==> config.mk <==
export PLATFORM = sky130hd
export DESIGN_NAME = bmms_cmd_fifo
export DESIGN_NICKNAME = d
export VERILOG_FILES = /design/src/rtl/core/bmms_pkg.sv /design/src/rtl/core/bmms_cmd_fifo.sv
export VERILOG_INCLUDE_DIRS = /design/src /design/src/rtl/core
export SDC_FILE = /design/constraint.sdc
export NUM_CORES = 1
export LEC_CHECK = 0
export BUFFER_PORTS_ARGS = -buffer_cell sky130_fd_sc_hd__buf_4
export CORE_MARGIN = 1.5
export CORE_UTILIZATION = 56
export DETAILED_ROUTE_END_ITERATION = 8
export PLACE_DENSITY_LB_ADDON = 0.12
export REMOVE_ABC_BUFFERS = 1
export SYNTH_ARGS = -nofsm -noshare
export SYNTH_HDL_FRONTEND = slang
export SYNTH_SLANG_ARGS = --single-unit
==> constraint.sdc <==
create_clock -name clk -period 2.45 [get_ports clk]
set_input_delay 0.1225 -clock clk [delete_from_list [all_inputs] [get_ports clk]]
set_output_delay 0.1225 -clock clk [all_outputs]
set_load 0.05 [all_outputs]
==> src/rtl/core/block_min_max_mean_stats_top_macros.svh <==
// assertion macros shared by the tiled statistics rtl
// no dependencies; included by modules that carry concurrent checks
`ifndef BLOCK_MIN_MAX_MEAN_STATS_TOP_MACROS_SVH
`define BLOCK_MIN_MAX_MEAN_STATS_TOP_MACROS_SVH

// same-cycle implication, checks held off during reset
`define BMMS_ASSERT_IMP(label, clk, rst, cond, prop) \
  label: assert property (@(posedge clk) disable iff (rst) (cond) |-> (prop)) \
    else $error("bmms check failed");

// next-cycle implication, checks held off during reset
`define BMMS_ASSERT_NXT(label, clk, rst, cond, prop) \
  label: assert property (@(posedge clk) disable iff (rst) (cond) |=> (prop)) \
    else $error("bmms check failed");

`endif

==> src/rtl/core/bmms_pkg.sv <==
// shared constants, types and codes for the tiled block statistics core
// no dependencies
package bmms_pkg;

  localparam int MAX_WIDTH  = 4096;
  localparam int MAX_HEIGHT = 4096;
  localparam int MAX_BLOCK  = 256;

  localparam int PIX_W   = 8;
  localparam int COORD_W = 12;
  localparam int SUM_W   = 24;
  localparam int CNT_W   = 17;
  localparam int DIM_W   = 13;
  localparam int BLK_W   = 9;
  localparam int INBLK_W = 8;
  localparam int SLOT_W  = $clog2(MAX_WIDTH);
  localparam int ACC_W   = 2 * PIX_W + SUM_W + CNT_W;

  localparam int CFG_IDX_W  = 3;
  localparam int CFG_DATA_W = 16;

  localparam logic [CFG_IDX_W-1:0] CFG_IMAGE_WIDTH  = 3'd0;
  localparam logic [CFG_IDX_W-1:0] CFG_IMAGE_HEIGHT = 3'd1;
  localparam logic [CFG_IDX_W-1:0] CFG_BLOCK_WIDTH  = 3'd2;
  localparam logic [CFG_IDX_W-1:0] CFG_BLOCK_HEIGHT = 3'd3;

  localparam logic [DIM_W-1:0] IMAGE_WIDTH_RST  = 13'd1024;
  localparam logic [DIM_W-1:0] IMAGE_HEIGHT_RST = 13'd1024;
  localparam logic [BLK_W-1:0] BLOCK_WIDTH_RST  = 9'd1;
  localparam logic [BLK_W-1:0] BLOCK_HEIGHT_RST = 9'd1;

  localparam int FIFO_DEPTH = 4;
  localparam int FIFO_AW    = $clog2(FIFO_DEPTH);

  // quotient of (sum << 8) / count always fits 16 bits since mean <= 255
  localparam int QUOT_W    = 2 * PIX_W;
  localparam int DIV_STEPS = QUOT_W;
  localparam int STEP_W    = $clog2(DIV_STEPS);

  typedef struct packed {
    logic [PIX_W-1:0] mn;
    logic [PIX_W-1:0] mx;
    logic [SUM_W-1:0] sum;
    logic [CNT_W-1:0] cnt;
  } acc_t;

  typedef struct packed {
    logic               first;
    logic               last;
    logic [COORD_W-1:0] block_row;
    logic [COORD_W-1:0] block_col;
    logic [PIX_W-1:0]   pixel;
  } cmd_t;

  typedef struct packed {
    logic [COORD_W-1:0] block_row;
    logic [COORD_W-1:0] block_col;
    logic [PIX_W-1:0]   block_min;
    logic [PIX_W-1:0]   block_max;
    logic [SUM_W-1:0]   pixel_sum;
    logic [CNT_W-1:0]   pixel_count;
    logic [PIX_W-1:0]   mean_int;
    logic [PIX_W-1:0]   mean_frac;
  } stats_t;

  typedef enum logic [1:0] {
    BK_IDLE,
    BK_UPDATE,
    BK_DIVIDE,
    BK_EMIT
  } back_state_t;

endpackage

==> src/rtl/core/bmms_cmd_fifo.sv <==
// small command queue between front end and back end
// depends on bmms_pkg and the assertion macro header
`include "block_min_max_mean_stats_top_macros.svh"

module bmms_cmd_fifo import bmms_pkg::*; (
  input  logic clk,
  input  logic rst,
  input  logic push,
  input  cmd_t push_data,
  output logic full,
  input  logic pop,
  output cmd_t pop_data,
  output logic empty
);

  cmd_t               entries [FIFO_DEPTH];
  logic [FIFO_AW-1:0] wr_ptr;
  logic [FIFO_AW-1:0] rd_ptr;
  logic [FIFO_AW:0]   count;

  assign full     = count == (FIFO_AW + 1)'(FIFO_DEPTH);
  assign empty    = count == '0;
  assign pop_data = entries[rd_ptr];

  always_ff @(posedge clk) begin
    if (push) begin
      entries[wr_ptr] <= push_data;
    end
  end

  always_ff @(posedge clk) begin
    if (rst) begin
      wr_ptr <= '0;
      rd_ptr <= '0;
      count  <= '0;
    end else begin
      if (push) begin
        wr_ptr <= wr_ptr + FIFO_AW'(1);
      end
      if (pop) begin
        rd_ptr <= rd_ptr + FIFO_AW'(1);
      end
      case ({push, pop})
        2'b10:   count <= count + (FIFO_AW + 1)'(1);
        2'b01:   count <= count - (FIFO_AW + 1)'(1);
        default: ;
      endcase
    end
  end

  `BMMS_ASSERT_IMP(a_no_push_when_full, clk, rst, push, !full)
  `BMMS_ASSERT_IMP(a_no_pop_when_empty, clk, rst, pop, !empty)
  `BMMS_ASSERT_NXT(a_push_fills, clk, rst, push && !pop, !empty)

endmodule

# Word level (Yosys, flattened, before mapping)
# Memory sizes are Yosys's and may differ from the RTL's. A register that Yosys moved wholly into a read port is not among the register bits.
# Cells that the tools add are included.
word_totals:
  register_bits: 7
  ram_bits: 136
  output_inout_bits: 36
  wordCells: 18
  mem_count: 1
memory_table:
  columns: ["memory", "depth", "word_bits", "rd", "rd_clocked_by_memory_dff", "write_ports", "line_no", "source"]
  rows:
  - ["entries", 4, 34, 1, 1, 1, "bmms_cmd_fifo.sv:16", "cmd_t entries [FIFO_DEPTH];"]
op_classes:
  addsub: 4
  eq_ne: 3
  n_mux: 5
  reduce_logical: 2
op_table:
  columns: ["op", "count"]
  rows:
  - ["case mux 3 bit (2 select lines)", 1]
  - ["adder 2 x 1 -> 2 bit (second input constant)", 2]
  - ["2-to-1 mux 2 bit", 2]
  - ["adder 3 x 1 -> 3 bit (second input constant)", 1]
  - ["== test 3 bit (second input constant)", 1]
  - ["logical NOT 3 bit", 1]
  - ["subtractor 3 x 1 -> 3 bit (second input constant)", 1]
  - ["== test 2 x 1 -> 1 bit (second input constant)", 1]
  - ["== test 2 bit (second input constant)", 1]
  - ["2-to-1 mux 1 bit", 2]
  - ["nonzero test 2 bit", 1]

# Depth between registers and ports, before layout
logic_depth:
  word_depth: 3
  depth_mapped: 7

# Worst setup path before layout
# OpenSTA, ideal clock, no wires.
synth_path:
  path_kind: "reg-to-reg"
  start: "register wr_ptr[0]"
  end: "memory entries[2][0] in the netlist's numbering, enable pin"
  arrival_time_ps: 1376
  required_ps: 2056
  setup_slack_ps: 679
  path_stages_with_launch: 4
  n_path_buf: 0
  period_less_slack_ps: 1771
  path_cell_list: "dfxtp_1 inv_1 ha_1 and2_1"
synth_rtl:
  columns: ["element", "line_no", "source"]
  rows:
  - ["start: declaration", "bmms_cmd_fifo.sv:17", "logic [FIFO_AW-1:0] wr_ptr;"]
  - ["start signal: assignment", "bmms_cmd_fifo.sv:38", "wr_ptr <= wr_ptr + FIFO_AW'(1);"]
  - ["end: declaration", "bmms_cmd_fifo.sv:16", null]
# Straight into the memory's write port.

==> flow_summary_export.csv <==
group,metric,value,unit
synth,synth_area_leaders,"edfxtp_1 76%, mux4_2 13%, dfxtp_1 3.3%",
die,die_y,101,µm
cells_and_area,final_cells,496,
run_status,outcome,"complete, no violations",
critical_path,cp.depth,3,
critical_path,worst_setup_path_end_kind,"primary output",
critical_path,cpMostUsedCell,"buf_4",
die,rows,35,
synth,synth_cells,225,
sta,timing.final.crit_share,90.6,%
cells_and_area,regArea,4270,µm²
synth,yosysTopAreaCellShare,75.8,%
cells_and_area,final_util,76.5,%
critical_path,crit_chain,"buf_4, mux4_1, buf_4",
cts,h-tree-depth,4,
critical_path,cp_data_arrival_time,2.10,ns
routing,drt_pre_antenna_iters,5,
synth,ys_async_sr_fraction,0,%
die,dieArea,10200,µm²
critical_path,critPathKind,"flop to primary output",
sta,finalSetupTns,0,ns
critical_path,crit_required,2.33,ns
synth,yosysSeqAreaShare,79.1,%
routing,drc,0,
job,cap_violations,0,
global_route,grt_pass1_wl,14600,µm
placement,dp_hpwl,5480,µm
synth,synth_fa_ha_area_share,1.53,%
sta,hold_violations,0,
critical_path,crit_end,"pop_data[27]",
synth,synth_most_common_cell,"edfxtp_1",
routing,dr.first_iter.drc_count,136,
cts,clkLatencyLatePin,0.51,ns
routing,vias_per_cell,5.39,
routing,wl_met3,354,µm
sta,slew_violations,0,
global_route,antenna_found_initial,0,
sta,skew,0.00532,ns
placement,place_congestion,0.661,
sta,slew_headroom,67.1,%
synth,syn_area,5390,µm²
placement,place_area,6130,µm²
cells_and_area,multi_input_area,1010,µm²
sta,max_freq,451,MHz
synth,yosys_register_bits,145,
routing,wl_met2,4780,µm
routing,vias,2672,
synth,synth.top_cells.by_count,"136 x edfxtp_1, 30 x mux4_2, 9 x dfxtp_1",
die,fp.coreArea,9280,µm²
sta,whs,0.348,ns
cells_and_area,fin_area,7100,µm²
global_route,gr-total-overflow,0,
cts,cts_root_buf,"clkbuf_8",
cells_and_area,finalNetCount,398,
cts,cts_tree,"built",
critical_path,crit_fanout,10,
global_route,grt_usage,20.2,%
critical_path,startpoint_type,"flop",
synth,ys_warn_count,0,
routing,postRouteAntennaNets,0,
synth,synth_flop_cell,"edfxtp_1",
critical_path,rr_endpoint,"entries[0][5]",
cts,cts_sinks,145,
die,start_util,58.0,%
routing,avgRoutedWirePerCell,19.0,µm
critical_path,r2r_cells,4,
sta,min_period,2.22,ns
synth,synth_cell_type_count,22,
synth,yosysTopAreaCell,"edfxtp_1",
routing,drt-total-wl,9450,µm
min_path,hp-class,"input pin to flop",
sta,tightest_slew,0.494,ns
cts,path_clk_slew,0.06,ns
routing,routed.top_layer,"met4",
cells_and_area,n_fill_cell,535,
synth,synth_top_family_by_area,"multiplexers",
synth,synth_xor_area_share,0.813,%
placement,dp.cells,426,
critical_path,slowest_stage,"mux4_1",
critical_path,slowest_delay,0.56,ns
placement,pre_cts_ws,0.724,ns
placement,port_buffers,73,
cells_and_area,insertedDiodeCount,0,
global_route,grt_pass1_vias,2802,
global_route,grt_max_degree,21,
power,power_density,892,nW/µm²
synth,syn_avg_cell_area,24.0,µm²
synth,synth_edf_count,136,
routing,m1WireLength,4080,µm
cells_and_area,area_delta_synth_final,31.7,%
critical_path,r2r-start,"wr_ptr[0]",
cts,cts_buffers,17,
critical_path,path_delay_family,"multiplexers",
die,die_x,101,µm
synth,yosys.area_share.simple,1.42,%
sta,setup_viol,0,
synth,synth-compound-area-share,0.279,%
synth,muxShareOfSynthArea,14.7,%
cts,cts_resized,0,
sta,rsz0062_at_grt,"no",
cts,clock_path_buffers,2,
sta,layout_setup_ws,0.231,ns
critical_path,crit_buf_inv,2,
die,top_level_ports,74,
power,leakagePower,2.50,nW
power,finalPower,6.33,mW
critical_path,ff2ff_setup_slack,0.86,ns
cells_and_area,drive_gt1_share,39.8,%
power,vdd.ir_drop.worst,0.594,mV
kinds of logic after synthesis:
| kind of cell | Yosys count |
|---|---|
| buf+inv | 15 |
| simple gates | 16 |
| fa+ha+maj | 6 |
| xor+xnor | 5 |
| compound gates | 3 |
| flops | 145 |
| mux | 35 |
power breakdown:
group          switching, mW  internal, mW
sequential            0.0531          2.84
combinational          0.570         0.371
clock                  0.944          1.55
total                   1.57          4.76
worst min-delay path by stage:
stage             startpoint        endpoint  slack [ns]  cells past startpoint
2_1_floorplan            rst        count[2]        0.19                      1
3_3_place_gp   push_data[18]  entries[1][18]        0.32                      1
3_5_place_dp   push_data[26]  entries[2][26]        0.33                      1
4_1_cts         push_data[1]   entries[1][1]        0.33                      2
5_1_grt        push_data[25]  entries[2][25]        0.35                      2
6_report       push_data[25]  entries[1][25]        0.35                      2
area by class of cell:
type                            count  share of cell area [%]
Inverter                            6                   0.317
Timing Repair Buffer              119                    14.8
Sequential cell                   145                    60.1
Clock buffer                       19                    5.94
Clock inverter                     13                    2.29
Multi-Input combinational cell     65                    14.3
Tap cell                          129                    2.27
what timing repair did:
action | CTS | global route
hold buffers | 38 | 0
buffers inserted | 0 | 0
hold endpoints to repair | 145 | 0
routing by layer:
metal,global-route usage (%),up-vias
met5,0,-
met4,11.3,0
li1,-,1190
met2,31.6,76
met3,4.72,22
met1,26.4,1384
flip-flops by register name, indices dropped and copies added, names as in the netlist, named ones only:
register and flops:
entries 136, count 3, rd_ptr 2, wr_ptr 2
cell usage in the layout, fill, tap and decap left out, types with 3 or more instances in the layout:
cell type	instances
and2_2	4
buf_4	76
xor2_1	3
clkinv_4	4
ha_1	5
inv_1	6
dfxtp_1	7
mux4_2	30
mux4_1	4
clkbuf_16	16
edfxtp_1	136
buf_12	5
nor2_1	8
bufinv_16	3
dlygate4sd3_1	38
(Power assumes the default switching activity.)
