<file path="src/rtl/core/block_min_max_mean_stats_top_macros.svh">
// assertion macros shared by the tiled statistics rtl
// no dependencies; included by modules that carry concurrent checks
`ifndef BLOCK_MIN_MAX_MEAN_STATS_TOP_MACROS_SVH
`define BLOCK_MIN_MAX_MEAN_STATS_TOP_MACROS_SVH

// same-cycle implication, checks held off during reset
`define BMMS_ASSERT_IMP(label, clk, rst, cond, prop) \
  label: assert property (@(posedge clk) disable iff (rst) (cond) |-> (prop)) \
    else $error("bmms check failed");

// next-cycle implication, checks held off during reset
`define BMMS_ASSERT_NXT(label, clk, rst, cond, prop) \
  label: assert property (@(posedge clk) disable iff (rst) (cond) |=> (prop)) \
    else $error("bmms check failed");

`endif

</file>
<file path="src/rtl/core/bmms_pkg.sv">
// shared constants, types and codes for the tiled block statistics core
// no dependencies
package bmms_pkg;

  localparam int MAX_WIDTH  = 4096;
  localparam int MAX_HEIGHT = 4096;
  localparam int MAX_BLOCK  = 256;

  localparam int PIX_W   = 8;
  localparam int COORD_W = 12;
  localparam int SUM_W   = 24;
  localparam int CNT_W   = 17;
  localparam int DIM_W   = 13;
  localparam int BLK_W   = 9;
  localparam int INBLK_W = 8;
  localparam int SLOT_W  = $clog2(MAX_WIDTH);
  localparam int ACC_W   = 2 * PIX_W + SUM_W + CNT_W;

  localparam int CFG_IDX_W  = 3;
  localparam int CFG_DATA_W = 16;

  localparam logic [CFG_IDX_W-1:0] CFG_IMAGE_WIDTH  = 3'd0;
  localparam logic [CFG_IDX_W-1:0] CFG_IMAGE_HEIGHT = 3'd1;
  localparam logic [CFG_IDX_W-1:0] CFG_BLOCK_WIDTH  = 3'd2;
  localparam logic [CFG_IDX_W-1:0] CFG_BLOCK_HEIGHT = 3'd3;

  localparam logic [DIM_W-1:0] IMAGE_WIDTH_RST  = 13'd1024;
  localparam logic [DIM_W-1:0] IMAGE_HEIGHT_RST = 13'd1024;
  localparam logic [BLK_W-1:0] BLOCK_WIDTH_RST  = 9'd1;
  localparam logic [BLK_W-1:0] BLOCK_HEIGHT_RST = 9'd1;

  localparam int FIFO_DEPTH = 4;
  localparam int FIFO_AW    = $clog2(FIFO_DEPTH);

  // quotient of (sum << 8) / count always fits 16 bits since mean <= 255
  localparam int QUOT_W    = 2 * PIX_W;
  localparam int DIV_STEPS = QUOT_W;
  localparam int STEP_W    = $clog2(DIV_STEPS);

  typedef struct packed {
    logic [PIX_W-1:0] mn;
    logic [PIX_W-1:0] mx;
    logic [SUM_W-1:0] sum;
    logic [CNT_W-1:0] cnt;
  } acc_t;

  typedef struct packed {
    logic               first;
    logic               last;
    logic [COORD_W-1:0] block_row;
    logic [COORD_W-1:0] block_col;
    logic [PIX_W-1:0]   pixel;
  } cmd_t;

  typedef struct packed {
    logic [COORD_W-1:0] block_row;
    logic [COORD_W-1:0] block_col;
    logic [PIX_W-1:0]   block_min;
    logic [PIX_W-1:0]   block_max;
    logic [SUM_W-1:0]   pixel_sum;
    logic [CNT_W-1:0]   pixel_count;
    logic [PIX_W-1:0]   mean_int;
    logic [PIX_W-1:0]   mean_frac;
  } stats_t;

  typedef enum logic [1:0] {
    BK_IDLE,
    BK_UPDATE,
    BK_DIVIDE,
    BK_EMIT
  } back_state_t;

endpackage

</file>
<file path="src/rtl/core/bmms_ifs.sv">
// valid/ready channel interfaces: pixel input, configuration write, block results
// depends on bmms_pkg
interface bmms_pixel_if import bmms_pkg::*; ();
  logic             valid;
  logic             ready;
  logic [PIX_W-1:0] pixel_value;
  modport source(output valid, output pixel_value, input ready);
  modport sink(input valid, input pixel_value, output ready);
endinterface

interface bmms_cfg_if import bmms_pkg::*; ();
  logic                  valid;
  logic                  ready;
  logic [CFG_IDX_W-1:0]  reg_index;
  logic [CFG_DATA_W-1:0] write_data;
  modport source(output valid, output reg_index, output write_data, input ready);
  modport sink(input valid, input reg_index, input write_data, output ready);
endinterface


</file>
<file path="src/rtl/core/bmms_front.sv">
// front end: config registers, raster position tracking, pixel classification
// depends on bmms_pkg and the channel interfaces
module bmms_front import bmms_pkg::*; (
  input  logic           clk,
  input  logic           rst,
  bmms_pixel_if.sink     pixel,
  bmms_cfg_if.sink       cfg,
  output cmd_t           cmd,
  output logic           cmd_push,
  input  logic           cmd_full
);

  localparam logic [DIM_W-1:0] MAX_W_DIM = DIM_W'(MAX_WIDTH);
  localparam logic [DIM_W-1:0] MAX_H_DIM = DIM_W'(MAX_HEIGHT);
  localparam logic [BLK_W-1:0] MAX_B_DIM = BLK_W'(MAX_BLOCK);

  logic [DIM_W-1:0]   image_width;
  logic [DIM_W-1:0]   image_height;
  logic [BLK_W-1:0]   block_width;
  logic [BLK_W-1:0]   block_height;

  logic [COORD_W-1:0] col_pos;
  logic [COORD_W-1:0] row_pos;
  logic [INBLK_W-1:0] col_in_blk;
  logic [INBLK_W-1:0] row_in_blk;
  logic [COORD_W-1:0] blk_col;
  logic [COORD_W-1:0] blk_row;

  logic [DIM_W-1:0]   width_eff;
  logic [DIM_W-1:0]   height_eff;
  logic [BLK_W-1:0]   bw_eff;
  logic [BLK_W-1:0]   bh_eff;

  logic col_end;
  logic row_end;
  logic blk_col_end;
  logic blk_row_end;
  logic accept;
  logic restart;

  // zero sizes act as one, oversize values saturate
  always_comb begin
    width_eff  = (image_width == '0) ? DIM_W'(1) :
                 (image_width > MAX_W_DIM) ? MAX_W_DIM : image_width;
    height_eff = (image_height == '0) ? DIM_W'(1) :
                 (image_height > MAX_H_DIM) ? MAX_H_DIM : image_height;
    bw_eff     = (block_width == '0) ? BLK_W'(1) :
                 (block_width > MAX_B_DIM) ? MAX_B_DIM : block_width;
    bh_eff     = (block_height == '0) ? BLK_W'(1) :
                 (block_height > MAX_B_DIM) ? MAX_B_DIM : block_height;
  end

  assign col_end     = (DIM_W'(col_pos) + DIM_W'(1)) >= width_eff;
  assign row_end     = (DIM_W'(row_pos) + DIM_W'(1)) >= height_eff;
  assign blk_col_end = (BLK_W'(col_in_blk) + BLK_W'(1)) >= bw_eff;
  assign blk_row_end = (BLK_W'(row_in_blk) + BLK_W'(1)) >= bh_eff;

  assign cfg.ready   = 1'b1;
  assign restart     = cfg.valid && (cfg.reg_index <= CFG_BLOCK_HEIGHT);
  assign pixel.ready = !cmd_full;
  assign accept      = pixel.valid && !cmd_full;
  assign cmd_push    = accept;

  always_comb begin
    cmd.first     = (col_in_blk == '0) && (row_in_blk == '0);
    cmd.last      = (blk_col_end || col_end) && (blk_row_end || row_end);
    cmd.block_row = blk_row;
    cmd.block_col = blk_col;
    cmd.pixel     = pixel.pixel_value;
  end

  always_ff @(posedge clk) begin
    if (rst) begin
      image_width  <= IMAGE_WIDTH_RST;
      image_height <= IMAGE_HEIGHT_RST;
      block_width  <= BLOCK_WIDTH_RST;
      block_height <= BLOCK_HEIGHT_RST;
      col_pos      <= '0;
      row_pos      <= '0;
      col_in_blk   <= '0;
      row_in_blk   <= '0;
      blk_col      <= '0;
      blk_row      <= '0;
    end else begin
      if (cfg.valid) begin
        case (cfg.reg_index)
          CFG_IMAGE_WIDTH:  image_width  <= cfg.write_data[DIM_W-1:0];
          CFG_IMAGE_HEIGHT: image_height <= cfg.write_data[DIM_W-1:0];
          CFG_BLOCK_WIDTH:  block_width  <= cfg.write_data[BLK_W-1:0];
          CFG_BLOCK_HEIGHT: block_height <= cfg.write_data[BLK_W-1:0];
          default: ;
        endcase
      end
      if (restart) begin
        col_pos    <= '0;
        row_pos    <= '0;
        col_in_blk <= '0;
        row_in_blk <= '0;
        blk_col    <= '0;
        blk_row    <= '0;
      end else if (accept) begin
        if (col_end) begin
          col_pos    <= '0;
          col_in_blk <= '0;
          blk_col    <= '0;
          if (row_end) begin
            row_pos    <= '0;
            row_in_blk <= '0;
            blk_row    <= '0;
          end else begin
            row_pos <= row_pos + COORD_W'(1);
            if (blk_row_end) begin
              row_in_blk <= '0;
              blk_row    <= blk_row + COORD_W'(1);
            end else begin
              row_in_blk <= row_in_blk + INBLK_W'(1);
            end
          end
        end else begin
          col_pos <= col_pos + COORD_W'(1);
          if (blk_col_end) begin
            col_in_blk <= '0;
            blk_col    <= blk_col + COORD_W'(1);
          end else begin
            col_in_blk <= col_in_blk + INBLK_W'(1);
          end
        end
      end
    end
  end

endmodule

</file>
<file path="src/flat_wrapper.sv">
// flat-port wrapper written by rule: the top's interface ports become plain ports
module bmms_front_flat import bmms_pkg::*;
  (clk, rst, cmd, cmd_push, cmd_full, pixel_valid, pixel_pixel_value, pixel_ready, cfg_valid, cfg_reg_index, cfg_write_data, cfg_ready);
  bmms_pixel_if pixel_i ();
  bmms_cfg_if cfg_i ();
  input  logic clk;
  input  logic rst;
  output cmd_t cmd;
  output logic cmd_push;
  input  logic cmd_full;
  input wire logic [$bits(pixel_i.valid)-1:0] pixel_valid;
  input wire logic [$bits(pixel_i.pixel_value)-1:0] pixel_pixel_value;
  output wire logic [$bits(pixel_i.ready)-1:0] pixel_ready;
  input wire logic [$bits(cfg_i.valid)-1:0] cfg_valid;
  input wire logic [$bits(cfg_i.reg_index)-1:0] cfg_reg_index;
  input wire logic [$bits(cfg_i.write_data)-1:0] cfg_write_data;
  output wire logic [$bits(cfg_i.ready)-1:0] cfg_ready;
  assign pixel_i.valid = pixel_valid;
  assign pixel_i.pixel_value = pixel_pixel_value;
  assign pixel_ready = pixel_i.ready;
  assign cfg_i.valid = cfg_valid;
  assign cfg_i.reg_index = cfg_reg_index;
  assign cfg_i.write_data = cfg_write_data;
  assign cfg_ready = cfg_i.ready;
  bmms_front u_core (.clk(clk), .rst(rst), .pixel(pixel_i), .cfg(cfg_i), .cmd(cmd), .cmd_push(cmd_push), .cmd_full(cmd_full));
endmodule
</file>
<file path="config.mk">
export PLATFORM = sky130hd
export DESIGN_NAME = bmms_front_flat
export DESIGN_NICKNAME = d
export VERILOG_FILES = /design/src/rtl/core/block_min_max_mean_stats_top_macros.svh /design/src/rtl/core/bmms_pkg.sv /design/src/rtl/core/bmms_ifs.sv /design/src/rtl/core/bmms_front.sv /design/src/flat_wrapper.sv
export SDC_FILE = /design/constraint.sdc
export NUM_CORES = 1
export LEC_CHECK = 0
export ABC_AREA = 1
export BUFFER_PORTS_ARGS = -buffer_cell sky130_fd_sc_hd__buf_2
export CORE_ASPECT_RATIO = 0.8
export CORE_MARGIN = 4
export CORE_UTILIZATION = 43
export CTS_CLUSTER_SIZE = 25
export DETAILED_ROUTE_END_ITERATION = 10
export MAX_ROUTING_LAYER = met4
export PLACE_DENSITY = 0.72
export SYNTH_ARGS = -nofsm -noshare
export SYNTH_HDL_FRONTEND = slang
export SYNTH_SLANG_ARGS = --single-unit
</file>
<file path="constraint.sdc">
create_clock -name clk -period 3.2 [get_ports clk]
set_input_delay 0.48 -clock clk [delete_from_list [all_inputs] [get_ports clk]]
set_output_delay 0.48 -clock clk [all_outputs]
set_load 0.02 [all_outputs]
</file>
== Yosys cells after proc, flatten, opt, wreduce, memory -nomap -nowiden ==
Index checks and enable logic that the tools add are counted.

* Register bits: 108
* Input bits: 32
* Output and inout bits: 37

* Add/subtract/negate cells: 10
* Magnitude comparators: 9
* Equal/unequal tests: 3
* Multiplexer cells: 18
* Reduce and logical (&&, ||, !) cells: 24

{| class="wikitable"
|+ Operators by type and width
! cell !! count
|-
| 12-bit two-way mux || 6
|-
| 13-bit two-way mux || 4
|-
| 12-bit by 1-bit adder with 12-bit output, second input constant || 4
|-
| 9-bit two-way mux || 4
|-
| 8-bit two-way mux || 4
|-
| 12-bit by 1-bit adder with 13-bit output, second input constant || 2
|-
| 13-bit greater-or-equal comparator || 2
|-
| 13-bit greater-than comparator, second input constant || 2
|-
| 13-bit logical NOT || 2
|-
| 8-bit by 1-bit adder with 9-bit output, second input constant || 2
|-
| 9-bit greater-or-equal comparator || 2
|-
| 9-bit greater-than comparator, second input constant || 2
|-
| 9-bit logical NOT || 2
|-
| 8-bit by 1-bit adder with 8-bit output, second input constant || 2
|-
| 8-bit logical NOT || 2
|-
| 2-bit AND reduction || 6
|-
| 3-bit by 2-bit equality test with 1-bit output, second input constant || 2
|-
| 1-bit logical AND || 4
|-
| 2-bit nonzero test || 2
|-
| 3-bit by 1-bit equality test with 1-bit output, second input constant || 1
|-
| 3-bit by 2-bit <= comparator with 1-bit output, second input constant || 1
|-
| 3-bit logical NOT || 1
|-
| 3-bit AND reduction || 1
|-
| 1-bit logical OR || 2
|-
| 2 further kinds || 2
|}

== Logic depth before layout (Yosys ltp) ==
* Word-level depth: 6
* Mapped depth: 21
* Mapped depth without buffers: 21

== Least setup slack after synthesis ==
No wires, ideal clock.

* Kind: register to output
* Start: register u_core.image_height[4]
* End: output cmd[32] (netlist bit)
* Arrival time: 2.464 ns
* Data required time: 2.720 ns
* Slack: 0.256 ns
* Stages on the path, launching flop included: 14
* Cells stage by stage: dfxtp_1 > nor4_1 > nand4_1 > o21ai_1 > nand2_1 > ha_1 > nand2_1 > nor2_1 > nand2_1 > inv_1 > nand2_1 > nand3_1 > nor2_1 > nor2_1

{| class="wikitable"
|+ RTL lines
! element !! line !! source
|-
| from (decl) || bmms_front.sv:18 || <nowiki>logic [DIM_W-1:0] image_height;</nowiki>
|-
| from (signal assigned) || bmms_front.sv:88 || <nowiki>CFG_IMAGE_HEIGHT: image_height <= cfg.write_data[DIM_W-1:0];</nowiki>
|-
| to (decl) || flat_wrapper.sv:8 || <nowiki>output cmd_t cmd;</nowiki>
|}

==> impl_summary.md <==
Clock network
The CTS tree is yes. The TritonCTS sink count is around 110. The H-tree was split into 3 levels.

The number of buffers on the longest clock path is 2. The clock latency on the worst-skew pair is 0.36 ns. The total of hold buffers inserted after clock tree synthesis is 0. The CTS buffer count is 9. In this run the clock root is driven by a clkbuf_16. The clock transition at the registers of the reported paths is 0.08 ns.

Synth
The largest total area in the synthesized netlist belongs to dfxtp_1. The share of the Yosys chip area taken by registers is 0.321. The share of synthesized area in the top cell type comes to 0.321.

Synthesis produced a netlist with a net count of 1084. In this run the cell area of the synthesized design comes to approximately 6700 um2. By area the synthesized netlist is led by dfxtp_1 (32%), nand2_1 (12%), nor2_1 (10%), ha_1 (9.6%), inv_1 (6.2%). The synthesized design contains around 110 register bits.

In the synthesized netlist, the number of instances is 1000. The mean post-synth cell area is 6.74 um2. The netlist uses 42 different library cells. The total number of yosys warnings is 0.

Floorplan
The top-level I/O count is 69. The die area is around 18000 um2. The core region is 15200 um2. In this run the core area contains 40 standard-cell rows. The die is 148 um wide. The die height is about 120 um.

For this configuration, the core starts out at a cell density of 0.443.

Setup path
The kind of end point of the critical path is a primary output. The start-to-end type of the worst setup path is reg2out. The length in cells of the worst reg-to-reg path is 19. The data arrival time at the worst-slack endpoint is 2.79 ns.

The startpoint class of the critical path is a register. The required time of the critical path is ~2.7 ns. In this run the critical register-to-register path is captured at u_core.blk_row[9]$_SDFFE_PP0P_. The largest fanout on the critical path is 6. For flop-to-flop paths, the worst setup slack is slightly below 0.3 ns.

The worst register-to-register path begins at u_core.image_height[7]$_SDFFE_PP0P_.

Routing
The starting DRC count in detailed routing is 517. The remaining number of nets flagged by the antenna check after routing is 0. In the final routed layout, each cell accounts on average for 13.2 um. Across all layers, the routed design uses 6450 vias. For this run, the detailed router's first-pass iteration total came to 6. Wires add up to ~17000 um. The routed via count divided by cell count is 5.06. The number of design rule violations left after detail routing is 0.

Finish
For this run, the share of the core covered by cells in the final layout is 0.528. The number of cells in the finished layout apart from fillers is 1275. The fraction of final layout cells sized beyond drive strength 1 is 0.186. The repair_antennas step left the layout with diodes totalling 0. Leaving out fill and tap cells, the most frequent cells in the layout are nand2_1 (204), nor2_1 (167), inv_1 (109), dfxtp_1 (101), o21ai_0 (62). Fill cells in the final layout number 1460. The relative area change from synthesis to final layout is 19.2%.

In the final layout, flip-flops and latches occupy around 2200 um2. The most common cell after layout, fill and taps aside is nand2_1. After the last flow step, the layout net total stands at 1144.

Summing all multi-input logic gate instances after layout gives 4350 um2.

Run status
The run finished, with violations left. The final reports fail on setup timing.

Timing
For the pin with the worst max-slew slack, the measured transition is about 1.0 ns. The highest attainable clock frequency is ~0.3 GHz. The worst-case headroom to the max-slew limit is 0.323. On the final layout, the worst clock skew is 0.00939 ns. The hold violation total from the final report came to 0. The setup violation total in the final timing report is 1.

Across all setup checks in the final design, the least slack found is -0.0652 ns. Setup repair after global routing could not meet its margin everywhere. The number of max-slew violations in the final report was 0. Counting I/O delays and the setup requirement, the final critical path takes 3.27 ns. Dividing the final minimum period by the clock period gives 1.02.

Placement
Including well taps, the total number of placed cells is 1246. Buffers placed on the I/O ports in this run total between 40 and 50. The half-perimeter wire length of the detailed placement result is ~12000 um.

The congestion estimate from routability-driven global placement came to 0.860.

Power and ir drop
VDD sags by at most around 280 uV. The analysis attributes to cell leakage a power of roughly 3.8 nW. Power spread over the standard cell area amounts to approximately 400 nW/um2.

GRT
The first global-routing pass estimated about 28000 um of wire. The total global routing track utilization is 0.195. The via count of the first global-routing pass is 5888. The largest net degree at the start of global routing is 45. The number of antenna violations at the first check in global routing is 0.

The aggregate global routing overflow is 0.

Min path
For hold timing, the worst endpoint is u_core.image_width[10]$_SDFFE_PP1P_. Along the worst hold path, the cell count comes to 3. The startpoint of the most critical hold path is cfg_write_data[10]. The tightest min-delay check is of the in2reg type.

Flow run
The tool flagged a number of max-cap violations equal to 0.
==> layout make-up <==
type / count / area share
Clock inverter: 6 / 0.00716
Timing Repair Buffer: 80 / 0.0631
Sequential cell: 108 / 0.271
Tap cell: 210 / 0.0327
Clock buffer: 10 / 0.0297
Inverter: 118 / 0.0551
Multi-Input combinational cell: 743 / 0.542
==> cell families after synthesis <==
logic type	share of synthesized area
AND/OR/NAND/NOR	0.339
buffers and inverters	0.0965
AO/OA/AOI/OAI	0.0932
flip-flops	0.321
adder cells (fa/ha/maj)	0.0965
XOR/XNOR	0.0533
other	0.000556
==> flip-flops by register name, summed over array words and instances, names as in the netlist <==
name and count:
u_core.row_in_blk 8, u_core.col_in_blk 8, u_core.col_pos 12, u_core.blk_col 12, u_core.row_pos 12, u_core.image_width 13, u_core.block_height 9, u_core.block_width 9
u_core.image_height 13, u_core.blk_row 12
==> power by group <==
part	switching, mW	internal [mW]	leakage [nW]
logic	0.401	0.232	2.75
clock network	0.565	0.567	0.144
registers	0.0485	1.39	0.880
==> routing by layer <==
metal  part of all wire  track usage
met5                  0            -
met4              0.012       0.0410
met3              0.056       0.0411
met2               0.43        0.290
met1               0.50        0.274
==> synth_stat cells <==
library cell	number
a21oi_2	3
buf_6	3
buf_4	12
xor2_1	35
nand3_2	2
o31ai_1	1
and2_1	1
nand2_1	224
clkinv_1	1
o21bai_1	2
nor2_2	3
a21o_1	3
a21oi_1	37
nand2_4	2
o21ai_0	62
dfxtp_1	108
nor3_2	1
nor2_1	180
o211ai_1	2
nand2_2	7
a21boi_4	1
nand4_1	14
nand2_8	2
conb_1	1
ha_1	52
a31o_2	1
nor4_1	9
o21a_1	1
buf_12	1
o22ai_1	1
and3_1	1
inv_2	5
xnor2_1	6
inv_1	112
o21ai_1	1
nand3_1	64
nor3_1	19
nor3_4	1
or2_2	1
buf_2	3
clkbuf_1	13
nor2_4	2
==> per-stage QoR <==
| stage | cell area (um2) | hold WS (ns) | setup TNS, ns | total power, mW | worst slack (ns) |
|---|---|---|---|---|---|
| final | 8030 | 0.352 | -0.0652 | 3.20 | -0.0652 |
| after detailed placement | 7200 | 0.465 | 0 | 2.02 | 0.0251 |
| after global placement | 7200 | 0.455 | 0 | 2.01 | 0.120 |
| after global routing | 8030 | 0.342 | -0.256 | 3.36 | -0.255 |
| after floorplan | 6740 | 0.438 | 0 | 1.88 | 0.256 |
| after CTS | 7680 | 0.336 | 0 | 3.19 | 0.00106 |
==> worst max-delay path by stage <==
stage | start | to | slack, ns | cells after the start
final | u_core.image_height[7]$_SDFFE_PP0P_ | cmd[32] | -0.07 | 15
after global routing | u_core.image_height[7]$_SDFFE_PP0P_ | cmd[32] | -0.25 | 15
after CTS | u_core.image_height[4]$_SDFFE_PP0P_ | cmd[32] | 0.001 | 15
after detailed placement | u_core.col_pos[0]$_SDFFE_PP0P_ | cmd[32] | 0.03 | 15
after global placement | u_core.col_pos[0]$_SDFFE_PP0P_ | cmd[32] | 0.12 | 15
after floorplan | u_core.image_height[4]$_SDFFE_PP0P_ | cmd[32] | 0.26 | 13
==> critical path, cell delays in order (launching register included) <==
cell and delay, ns:
dfxtp_4 0.36, nor4_4 0.30, nand4_1 0.18, o21ai_2 0.22, buf_6 0.19, nand2_2 0.08
ha_4 0.28, nand2_2 0.05, nor2_1 0.12, nand2_1 0.09, nand3_2 0.08, nand2_2 0.08
nand3_4 0.08, nor2_4 0.06, nor2_4 0.12, buf_6 0.12
==> what timing repair did <==
action | 4_1_cts | 5_1_grt
setup endpoints to repair | 1 | 1
pin swaps | 14 | 23
setup buffers | 8 | 4
gates cloned | 1 | 0
gates resized for setup | 30 | 66
No activity file was read; power rests on OpenSTA's default activity.
